**src/sv/hds_pkg.sv**
```systemverilog
// shared constants, payload types and register codes for the heat diffusion stencil
`default_nettype none

package hds_pkg;

  // grid geometry: interior side plus a one-cell border ring on each side
  localparam int GRID_SIDE  = 256;
  localparam int ROW_LEN    = GRID_SIDE + 2;
  localparam int IDX_W      = $clog2(ROW_LEN);
  localparam int CELL_IDX_W = 9;

  // field widths
  localparam int TEMP_W = 32;
  localparam int SRC_W  = 16;
  localparam int GAIN_W = 24;
  localparam int RES_W  = 64;
  localparam int LAP_W  = TEMP_W + 4;

  // queue between front and back
  localparam int Q_DEPTH = 4;
  localparam int Q_PTR_W = $clog2(Q_DEPTH);
  localparam int Q_CNT_W = $clog2(Q_DEPTH + 1);

  // result queue
  localparam int OUT_DEPTH = 8;
  localparam int OUT_PTR_W = $clog2(OUT_DEPTH);
  localparam int OUT_CNT_W = $clog2(OUT_DEPTH + 1);

  // configuration port
  localparam int ADDR_W    = 3;
  localparam int DATA_W    = 32;
  localparam int REG_IDX_W = ADDR_W - 2;

  localparam logic [REG_IDX_W-1:0] REG_CONDUCTION = REG_IDX_W'(0);
  localparam logic [REG_IDX_W-1:0] REG_SOURCE     = REG_IDX_W'(1);

  localparam logic [GAIN_W-1:0] CONDUCTION_RESET = GAIN_W'(1629653);
  localparam logic [GAIN_W-1:0] SOURCE_RESET     = GAIN_W'(450640);

  typedef struct packed {
    logic [TEMP_W-1:0] cell_temperature;
    logic [SRC_W-1:0]  heat_source;
    logic              hold_cell;
  } cell_t;

  typedef struct packed {
    logic [TEMP_W-1:0]        new_temperature;
    logic signed [TEMP_W-1:0] temperature_change;
    logic [CELL_IDX_W-1:0]    cell_row;
    logic [CELL_IDX_W-1:0]    cell_column;
    logic                     sweep_done;
    logic [RES_W-1:0]         residual_squares;
  } result_t;

  // five-point window of one interior centre, plus bookkeeping
  typedef struct packed {
    logic [TEMP_W-1:0]     up;
    logic [TEMP_W-1:0]     down;
    logic [TEMP_W-1:0]     left;
    logic [TEMP_W-1:0]     right;
    logic [TEMP_W-1:0]     centre;
    logic [SRC_W-1:0]      src;
    logic                  hold;
    logic [CELL_IDX_W-1:0] row;
    logic [CELL_IDX_W-1:0] col;
    logic                  first;
    logic                  done;
  } window_t;

  typedef struct packed {
    logic [GAIN_W-1:0] conduction_gain;
    logic [GAIN_W-1:0] source_gain;
  } gains_t;

endpackage

`default_nettype wire

```
**src/sv/hds_queue.sv**
```systemverilog
// short window queue between front and back
`default_nettype none

module hds_queue (
  input  wire logic                        clk,
  input  wire logic                        rst,
  input  wire logic                        wr,
  input  wire hds_pkg::window_t            wdata,
  input  wire logic                        rd,
  output hds_pkg::window_t                 head,
  output logic                             q_empty,
  output logic [hds_pkg::Q_CNT_W-1:0]      count
);

  hds_pkg::window_t             mem [hds_pkg::Q_DEPTH];
  logic [hds_pkg::Q_PTR_W-1:0]  wptr;
  logic [hds_pkg::Q_PTR_W-1:0]  rptr;

  assign q_empty = (count == '0);
  assign head    = mem[rptr];

  always_ff @(posedge clk) begin
    if (wr) begin
      mem[wptr] <= wdata;
    end
  end

  always_ff @(posedge clk) begin
    if (rst) begin
      wptr  <= '0;
      rptr  <= '0;
      count <= '0;
    end else begin
      if (wr) begin
        wptr <= wptr + 1'b1;
      end
      if (rd) begin
        rptr <= rptr + 1'b1;
      end
      priority if (wr && !rd) begin
        count <= count + 1'b1;
      end else if (rd && !wr) begin
        count <= count - 1'b1;
      end else begin
        count <= count;
      end
    end
  end

endmodule

`default_nettype wire

```
**config.mk**
```make
export PLATFORM = sky130hd
export DESIGN_NAME = hds_queue
export DESIGN_NICKNAME = d
export VERILOG_FILES = /design/src/sv/hds_pkg.sv /design/src/sv/hds_queue.sv
export SDC_FILE = /design/constraint.sdc
export NUM_CORES = 1
export LEC_CHECK = 0
export ABC_AREA = 1
export BUFFER_PORTS_ARGS = -buffer_cell sky130_fd_sc_hd__buf_2
export CAP_MARGIN = 20
export CORE_MARGIN = 2
export CORE_UTILIZATION = 42
export CTS_BUF_LIST = sky130_fd_sc_hd__clkbuf_4 sky130_fd_sc_hd__clkbuf_8 sky130_fd_sc_hd__clkbuf_16
export DETAILED_ROUTE_END_ITERATION = 7
export GPL_ROUTABILITY_DRIVEN = 0
export GPL_TIMING_DRIVEN = 0
export HOLD_SLACK_MARGIN = 0.12
export SETUP_SLACK_MARGIN = 0.1
export SLEW_MARGIN = 20
export SYNTH_ARGS = -nofsm -noshare
export SYNTH_HDL_FRONTEND = slang
export SYNTH_SLANG_ARGS = --single-unit
```
**constraint.sdc**
```tcl
create_clock -name clk -period 6.5 [get_ports clk]
set_clock_uncertainty 0.15 [all_clocks]
set_input_delay 0.975 -clock clk [delete_from_list [all_inputs] [get_ports clk]]
set_output_delay 0.975 -clock clk [all_outputs]
set_load 0.01 [all_outputs]
```
After elaboration in Yosys (flattened, before gate mapping)
Memories as Yosys holds them, arrays and structs flattened. A register that Yosys moved wholly into a read port is not among the register bits.
Cells that the tools add are included.

cells by class
  add/sub/neg operators = 4
  muxes and demuxes = 6
  reduce and logical (&&, ||, !) cells = 6

operators with widths
  cell                   number
  $mux W3                2
  $add A2 B1 Y2 const B  2
  $mux W2                2
  $add A3 B1 Y3 const B  1
  $logic_not A3 Y1       1
  $sub A3 B1 Y3 const B  1
  $logic_and A1 B1 Y1    2
  $logic_not A1 Y1       2
  $mux W1                2
  $reduce_bool A2 Y1     1

storage, ports and cells
  flip-flop bits (word level) = 7
  RAM bits = 788
  logic and storage cells = 20
  memories = 1

memory list
  name  words  bits a word  rd ports  clocked after Yosys merged registers in  write ports  RTL line         source
  mem   4      197          1         1                                        1            hds_queue.sv:15  hds_pkg::window_t mem [hds_pkg::Q_DEPTH];

Longest topological paths before layout
Gate-level depths: netlist of run 1.

  depth after elaboration = 4
  gate-level depth with buffers = 10

Worst setup path before layout of run 1
Ideal clock, no wire load.

  kind = input port to flip-flop
  start = input port wr
  end = memory mem[2][0] (netlist bit), enable pin
  arrival = 4791 ps
  required time = 5801 ps
  slack = 1010 ps
  stages = 2
  path through = nand2_1 > inv_1

on the way
  cells in the longest elaborated chain, start to end = 2

ends and longest elaborated chain
  element                        RTL line         source
  start, declared                hds_queue.sv:7   input wire logic wr,
  $mux W1                        hds_queue.sv:23  if (wr) begin
  $mux W1 (implied by the code)  hds_queue.sv:24  mem[wptr] <= wdata;
  end, declared                  hds_queue.sv:15

No other way between the ends.

==> results.sh, run 1 <==
export IMPL_antenna_found_initial=20
export IMPL_finalPower_uw=11800
export IMPL_power_density_nw_per_um2=327
export IMPL_yosysSeqAreaShare_pct=80.2
export IMPL_cp_arrival_ps=2580
export IMPL_die_w_um=270
export IMPL_grt_overflow=0
export IMPL_grt_max_degree=82
export IMPL_wl_per_cell_um=22.5
export IMPL_port_buffers=401
export IMPL_areaGrowthSynthToFinish_pct=20.8
export IMPL_synth_seq_cells=797
export IMPL_hold_path_endpoint="rptr[1]$_SDFFE_PP0P_"
export IMPL_period_needed_ps=3700
export IMPL_setup_violations=0
export IMPL_drive_above_1_share_pct=24.7
export IMPL_critPathMaxFanout=10
export IMPL_min_path_type="flop to flop"
export IMPL_synth_area_top_cells="edfxtp_1 (80%), nor2_1 (5.0%), o21ai_0 (4.5%)"
export IMPL_synthDistinctLibCells=24
export IMPL_r2r_start="wptr[0]$_SDFFE_PP0P_"
export IMPL_fmaxAchievable_ghz=0.270
export IMPL_timing_rr_end="mem[0][125]$_DFFE_PP_"
export IMPL_initial_utilization_pct=42.5
export IMPL_cts_tree="yes"
export IMPL_whs_path_depth=1
export IMPL_fin_ws_ps=2800
export IMPL_layout_common_cells="edfxtp_1 (788), buf_2 (423), nor2_1 (400), o21ai_0 (267), o22ai_1 (197)"
export IMPL_critPathKind="flop to output pin"
export IMPL_grt_use_total_pct=20.8
export IMPL_drt_first_pass_iters=6
export IMPL_relSlewSlack_pct=58.0
export IMPL_die_area_um2=72900
export IMPL_detailed_place_hpwl_um=48700
export IMPL_via_count=18573
export IMPL_synth_fp_nets=2169
export IMPL_dpl_cell_count=3311
export IMPL_final_seq_area_um2=23800
export IMPL_cts_buffers_inserted=84
export IMPL_final_cells=3471
export IMPL_utilization_pct=51.3
export IMPL_synth_top_cell_area_share_pct=79.6
export IMPL_cp_start_kind="flop"
export IMPL_syn_area_um2=29700
export IMPL_status="completed"
export IMPL_coreArea_um2=70000
export IMPL_via_per_inst=5.35
export IMPL_peakVddDrop_v=0.000219
export IMPL_max_cap_viol_count=0
export IMPL_drt_iter0_drc=1586
export IMPL_end_kind="output pin"
export IMPL_root_buffer="clkbuf_16"
export IMPL_maxSlewViolCount=0
export IMPL_multi_input_area_um2=4890
export IMPL_synth_avg_cell_area_um2=15.2
export IMPL_drc=0
export IMPL_synthCells=1962
export IMPL_clkTransAtPathRegs_ps=60
export IMPL_clkSinkCount=797
export IMPL_io_pin_count=402
export IMPL_cp_data_required_time_ps=5370
export IMPL_insertion_delay_ps=620
export IMPL_nFillCells=5872
export IMPL_reg2reg_depth=6
export IMPL_p_leak_uw=0.0126
export IMPL_cts_buffer_depth=3
export IMPL_grt_pass1_wl_um=115000
export IMPL_routed_wl_um=78100
export IMPL_ctsHoldBuffers=0
export IMPL_hold_viol_final=0
export IMPL_yosys_area_top_type="edfxtp_1"
export IMPL_num_nets_final=2664
export IMPL_finalInstanceArea_um2=35900
export IMPL_post_cts_buffers=0
export IMPL_fin_crit_sh_pct=57.0
export IMPL_die_h_um=270
export IMPL_place_area_um2=33200
export IMPL_final_common_cell="edfxtp_1"
export IMPL_num_rows=97
export IMPL_dpl_worst_slack_ps=3340
export IMPL_h_tree_depth=3
export IMPL_detail_route_antenna_nets=0
export IMPL_ys_warn_count=0
export IMPL_r2r_setup_slack_ps=3900
export IMPL_post_cts_resized=0
export IMPL_worstHoldStart="rptr[1]$_SDFFE_PP0P_"
export IMPL_rsz0062_at_grt="no"
export IMPL_tightest_slew_ps=630
export IMPL_first_global_vias=18306
-- routing by layer --
layer / track usage [%] / part of all wire, %
met1: 27.1 / 41
met2: 35.2 / 50
met3: 4.26 / 6.7
met4: 6.02 / 2.1
met5: 0 / 0.14
-- area by class of cell --
type,count,share of cell area (%)
clock inverter,48,1.25
buffer,130,2.56
tap,940,3.27
inverter,17,0.310
antenna,6,0.0418
timing repair buffer,409,6.20
multi-input combinational,1018,13.6
sequential,797,66.4
clock buffer,106,6.38
-- per-stage QoR --
stage / hold slack (ps) / TNS [ps]
detailed placement: 283 / 0
floorplan: 262 / 0
global placement: 283 / -1962950
global route: 335 / 0
CTS: 294 / 0
finish: 298 / 0
-- kinds of logic (layout without fill, tap and decap cells) --
logic type / count (synthesis) / in the layout / share of synthesized area, %
other: 0 / 6 / 0
AND/OR/NAND/NOR: 412 / 412 / 5.22
adder cells (fa/ha/maj): 6 / 6 / 0.278
buffers and inverters: 147 / 710 / 3.37
XOR/XNOR: 1 / 1 / 0.0295
AO/OA/AOI/OAI: 599 / 599 / 10.9
flip-flops: 797 / 797 / 80.2
-- power by group --
group | internal (uW) | switching [uW] | total [uW]
Sequential | 5880 | 47.3 | 5930
Combinational | 377 | 775 | 1150
Clock | 2750 | 1920 | 4680
-- sequential cells by signal, indices dropped and copies added, names as in the netlist, named ones only --
register,flops
count,3
mem,788
rptr,2
wptr,2
-- critical path, cell delays in order (launching register included) --
cell,delay [ps]
dfxtp_1,320
buf_6,200
buf_4,330
clkbuf_1,440
o21ai_0,170
o22ai_1,290
buf_2,190
-- cell usage after synthesis, drive strengths merged --
cell,n
inv,16
xor2,1
fa,1
buf,71
a21oi,3
nand3,1
o21ai,399
nor3,1
nand4,1
clkbuf,59
dfxtp,9
clkinv,1
nand2,9
nor2,400
ha,5
edfxtp,788
o22ai,197
-- worst max path at each step --
stage / startpoint / endpoint / slack (ps)
after floorplan: wr / mem[2][0]$_DFFE_PP_ / 1010
after global placement: wr / mem[0][125]$_DFFE_PP_ / -2560
after detailed placement: wr / mem[0][125]$_DFFE_PP_ / 3340
after CTS: flop / head[99] / 2700
after global routing: flop / head[99] / 2640
final: flop / head[99] / 2800
Note: power is estimated with default switching activity, not from simulation.
==> run 2, diff against run 1 <==
==> constraint.sdc (replaced) <==
create_clock -name clk -period 3.3 [get_ports clk]
set_clock_uncertainty 0.15 [all_clocks]
set_input_delay 0.495 -clock clk [delete_from_list [all_inputs] [get_ports clk]]
set_output_delay 0.495 -clock clk [all_outputs]
set_load 0.01 [all_outputs]
==> results.sh, run 2 (synthesis gave the netlist of run 1 again) <==
export IMPL_power_density_nw_per_um2=616
export IMPL_tightest_slew_ps=634
export IMPL_die_w_um=270
export IMPL_regMostFlops="mem"
export IMPL_cp_data_required_time_ps=2650
export IMPL_max_cap_viol_count=0
export IMPL_root_buffer="clkbuf_16"
export IMPL_fin_crit_sh_pct=93.5
export IMPL_die_area_um2=72900
export IMPL_antenna_found_initial=7
export IMPL_detailed_place_hpwl_um=50900
export IMPL_num_rows=97
export IMPL_routed_wl_um=80800
export IMPL_drt_iter0_drc=1630
export IMPL_maxSlewViolCount=0
export IMPL_peakVddDrop_v=0.000414
export IMPL_drt_first_pass_iters=5
export IMPL_grt_overflow=0
export IMPL_num_nets_final=2889
export IMPL_finalInstanceArea_um2=38500
export IMPL_io_pin_count=402
export IMPL_grt_use_total_pct=21.6
export IMPL_port_buffers=401
export IMPL_cts_tree="yes"
export IMPL_die_h_um=270
export IMPL_initial_utilization_pct=42.5
export IMPL_h_tree_depth=3
export IMPL_largest_reg_flops=788
export IMPL_utilization_pct=55.0
export IMPL_final_common_cell="edfxtp_1"
export IMPL_rsz0062_at_grt="yes"
export IMPL_cp_start_kind="flop"
export IMPL_fmaxAchievable_ghz=0.324
export IMPL_layout_common_cells="edfxtp_1 (788), buf_2 (423), nor2_1 (400), o21ai_0 (267), dlygate4sd3_1 (200)"
export IMPL_fin_hold_ws_ps=294
export IMPL_reg_top3="mem (788), count (3)"
export IMPL_status="completed"
export IMPL_via_per_inst=5.31
export IMPL_wl_per_cell_um=21.9
export IMPL_nFillCells=5659
export IMPL_setup_violations=0
export IMPL_grt_max_degree=28
export IMPL_clkSinkCount=797
export IMPL_final_seq_area_um2=23800
export IMPL_min_path_type="flop to flop"
export IMPL_drc=0
export IMPL_multi_input_area_um2=4900
export IMPL_first_global_vias=19810
export IMPL_cp_arrival_ps=2440
export IMPL_dpl_cell_count=3337
export IMPL_finalPower_uw=23700
export IMPL_p_leak_uw=0.0136
export IMPL_coreArea_um2=70000
export IMPL_clkTransAtPathRegs_ps=50
export IMPL_end_kind="output pin"
export IMPL_drive_above_1_share_pct=24.6
export IMPL_cts_buffer_depth=3
export IMPL_insertion_delay_ps=620
export IMPL_grt_pass1_wl_um=121000
export IMPL_via_count=19600
export IMPL_critPathMaxFanout=10
export IMPL_relSlewSlack_pct=57.7
export IMPL_detail_route_antenna_nets=0
export IMPL_hold_viol_final=0
export IMPL_period_needed_ps=3080
export IMPL_cts_buffers_inserted=83
export IMPL_critPathKind="flop to output pin"
export IMPL_place_area_um2=33700
export IMPL_areaGrowthSynthToFinish_pct=29.6
export IMPL_final_cells=3693
## run 2: changes by cell type in the layout (fill, tap and decap cells not counted), moves of 4 or more
cell,change
buf_12,+27
dlygate4sd3_1,+200
clkbuf_2,+14
clkbuf_1,-15
clkinv_2,-6
clkinvlp_4,+7
clkinv_1,-5
inv_8,-4
bufinv_16,+4
## run 2: critical path, cell delays in order (launching register included)
cell	delay, ps
dfxtp_1	320
buf_6	150
buf_6	230
clkbuf_1	490
o21ai_0	180
o22ai_1	260
buf_2	180
## run 2: final timing paths
check,start,endpoint,slack (ps),cells past startpoint
worst max register to register,wptr[0]$_SDFFE_PP0P_,mem[2][121]$_DFFE_PP_,510,9
worst min register to register,rptr[1]$_SDFFE_PP0P_,rptr[1]$_SDFFE_PP0P_,290,1
worst max-delay path,flop,head[85],220,6
worst min-delay path,rptr[1]$_SDFFE_PP0P_,rptr[1]$_SDFFE_PP0P_,290,1
## run 2: what timing repair did
action | in CTS | in global routing
endpoints found under the setup margin | 2 | 53
pin swaps | 0 | 0
hold buffers | 200 | 0
endpoints found under the hold margin | 797 | 0
setup buffers | 0 | 0
resized for setup | 2 | 25
## run 2: area by class of cell
type,instances,share of cell area [%]
buffer,130,2.44
inverter,17,0.250
multi-input combinational,1018,12.7
tap,940,3.05
antenna,6,0.0390
timing repair buffer,635,12.3
clock inverter,44,1.35
sequential,797,61.9
clock buffer,106,5.93
## run 2: per-stage QoR
stage | worst slack, ps | TNS (ps)
4_1_cts | 109 | 0
5_1_grt | 68.6 | 0
3_5_place_dp | 363 | 0
6_report | 215 | 0
3_3_place_gp | -3790 | -2912370
2_1_floorplan | -783 | -609680
## run 2: where the power goes
part	total, uW	internal, uW	switching (uW)
Combinational	2570	962	1610
Clock	9490	5700	3790
Sequential	11700	11600	93.4
## run 2: per-layer routing
| layer | wire, um | share of wire [%] | GRT usage (%) | vias to the layer above |
|---|---|---|---|---|
| li1 | - | - | - | 8923 |
| met1 | 33400 | 41 | 28.5 | 9863 |
| met2 | 39900 | 49 | 35.9 | 682 |
| met3 | 5340 | 6.6 | 4.32 | 130 |
| met4 | 2180 | 2.7 | 7.38 | 2 |
| met5 | 13 | 0.016 | 0 | - |
==> run 3, diff against run 2 <==
==> constraint.sdc (replaced) <==
create_clock -name clk -period 2.5 [get_ports clk]
set_clock_uncertainty 0.15 [all_clocks]
set_input_delay 0.375 -clock clk [delete_from_list [all_inputs] [get_ports clk]]
set_output_delay 0.375 -clock clk [all_outputs]
set_load 0.01 [all_outputs]
==> results.sh, run 3 (synthesis gave the netlist of run 1 again) <==
export IMPL_hold_viol_final=0
export IMPL_cp_data_required_time_ps=1980
export IMPL_power_frac_comb_pct=12.4
export IMPL_critPathKind="flop to output pin"
export IMPL_finalInstanceArea_um2=40700
export IMPL_status="finished, violations left"
export IMPL_end_kind="output pin"
export IMPL_period_needed_ps=2650
export IMPL_switching_power_uw=7490
export IMPL_fin_hold_ws_ps=294
export IMPL_drt_iter0_drc=1658
export IMPL_routed_wl_um=83200
export IMPL_critPathMaxFanout=10
export IMPL_place_area_um2=33700
export IMPL_final_common_cell="edfxtp_1"
export IMPL_grt_max_degree=28
export IMPL_via_per_inst=5.37
export IMPL_peakVddDrop_v=0.000537
export IMPL_crit_family="buffers and inverters"
export IMPL_clkPwrFrac_pct=39.3
export IMPL_max_cap_viol_count=0
export IMPL_die_w_um=270
export IMPL_grt_use_total_pct=21.8
export IMPL_detailed_place_hpwl_um=50900
export IMPL_fin_crit_sh_pct=106
export IMPL_crit_slowest_cell="dfxtp_2"
export IMPL_top_layer="met5"
export IMPL_setup_violations=197
export IMPL_grt_overflow=0
export IMPL_failed_checks="negative setup slack"
export IMPL_power_density_nw_per_um2=786
export IMPL_cp_arrival_ps=2130
export IMPL_sw_frac_of_total_pct=23.5
export IMPL_first_global_vias=19959
export IMPL_areaGrowthSynthToFinish_pct=36.8
export IMPL_regMostFlops="mem"
export IMPL_cp_start_kind="flop"
export IMPL_io_pin_count=402
export IMPL_drt_first_pass_iters=5
export IMPL_antenna_found_initial=7
export IMPL_via_count=19940
export IMPL_path_buf_inv=4
export IMPL_p_leak_uw=0.0145
export IMPL_cts_buffer_depth=3
export IMPL_num_rows=97
export IMPL_cp_slowest_stage_delay_ps=320
export IMPL_h_tree_depth=3
export IMPL_clkTransAtPathRegs_ps=60
export IMPL_insertion_delay_ps=630
export IMPL_detail_route_antenna_nets=0
export IMPL_cp_cell_sequence="buf_8 > bufbuf_16 > clkbuf_4 > o21ai_0 > o22ai_2 > buf_2"
export IMPL_cts_tree="yes"
export IMPL_min_path_type="flop to flop"
export IMPL_coreArea_um2=70000
export IMPL_relSlewSlack_pct=54.2
export IMPL_wl_per_cell_um=22.4
export IMPL_port_buffers=401
export IMPL_internal_power_uw=24500
export IMPL_rsz0062_at_grt="yes"
export IMPL_cts_buffers_inserted=83
export IMPL_num_nets_final=2907
export IMPL_seqPwrFrac_pct=48.3
export IMPL_fin_ws_ps=-153
export IMPL_initial_utilization_pct=42.5
export IMPL_dr_wl_met3_um=5510
export IMPL_drc=0
export IMPL_die_area_um2=72900
export IMPL_drive_above_1_share_pct=35.0
export IMPL_reg_top3="mem (788), count (3)"
export IMPL_maxSlewViolCount=0
export IMPL_largest_reg_flops=788
export IMPL_tightest_slew_ps=683
export IMPL_root_buffer="clkbuf_16"
export IMPL_met1Wirelength_um=34000
export IMPL_clkSinkCount=797
export IMPL_nFillCells=5406
export IMPL_layout_common_cells="edfxtp_1 (788), buf_2 (379), nor2_1 (342), o21ai_0 (222), dlygate4sd3_1 (201)"
export IMPL_grt_pass1_wl_um=122000
export IMPL_fmaxAchievable_ghz=0.377
export IMPL_die_h_um=270
export IMPL_dr_wl_met2_um=41400
-- run 3: power by group through the flow --
stage	Combinational [uW]	Sequential [uW]	Clock (uW)
3_5_place_dp	3140	15700	0
3_3_place_gp	2940	15800	0
4_1_cts	3610	15400	12800
6_report	3970	15400	12500
5_1_grt	4240	15500	13300
2_1_floorplan	1520	15700	0
-- run 3: final cells by class --
cell class	instances	area [um2]	area share (%)
well taps	940	1180	2.89
clock buffers	106	2280	5.62
plain buffers	130	1600	3.93
flip-flops and latches	797	23800	58.6
clock inverters	44	522	1.28
diodes	5	12.5	0.0308
repair inverters	2	16.3	0.0400
inverters	17	110	0.271
multi-input cells	1018	6000	14.8
repair buffers	651	5090	12.5
-- run 3: worst paths after layout --
check,startpoint,endpoint,slack [ps],cells past startpoint
hold / removal,rptr[1]$_SDFFE_PP0P_,rptr[1]$_SDFFE_PP0P_,290,1
hold reg to reg,rptr[1]$_SDFFE_PP0P_,rptr[1]$_SDFFE_PP0P_,290,1
setup reg to reg,wptr[0]$_SDFFE_PP0P_,mem[2][121]$_DFFE_PP_,30,9
setup / recovery,flop,head[168],-150,6
-- run 3: repair_timing --
| action | CTS | global route |
|---|---|---|
| hold buffers | 201 | 0 |
| setup buffers | 4 | 4 |
| endpoints found under the hold margin | 797 | 0 |
| gates resized for setup | 203 | 381 |
| setup endpoints to repair | 388 | 270 |
| pin swaps | 11 | 21 |
| gates cloned | 2 | 7 |
-- run 3: through the flow --
stage | util [%] | total power, uW | worst slack (ps) | TNS, ps | instances
floorplan | - | 17300 | -1580 | -1240080 | 1962
global placement | 47.0 | 18700 | -4480 | -3451190 | 3303
detailed placement | 48.1 | 18800 | -327 | -17170 | 3337
CTS | 55.9 | 31800 | -215 | -28110 | 3694
global route | 58.1 | 33000 | -235 | -37690 | 3710
finish | 58.1 | 32000 | -153 | -18050 | 3710
-- run 3: metal layers --
metal	vias up	track usage, %
met5	-	0
met4	2	7.50
met3	141	4.48
met2	724	36.1
met1	10104	28.8
li1	8969	-
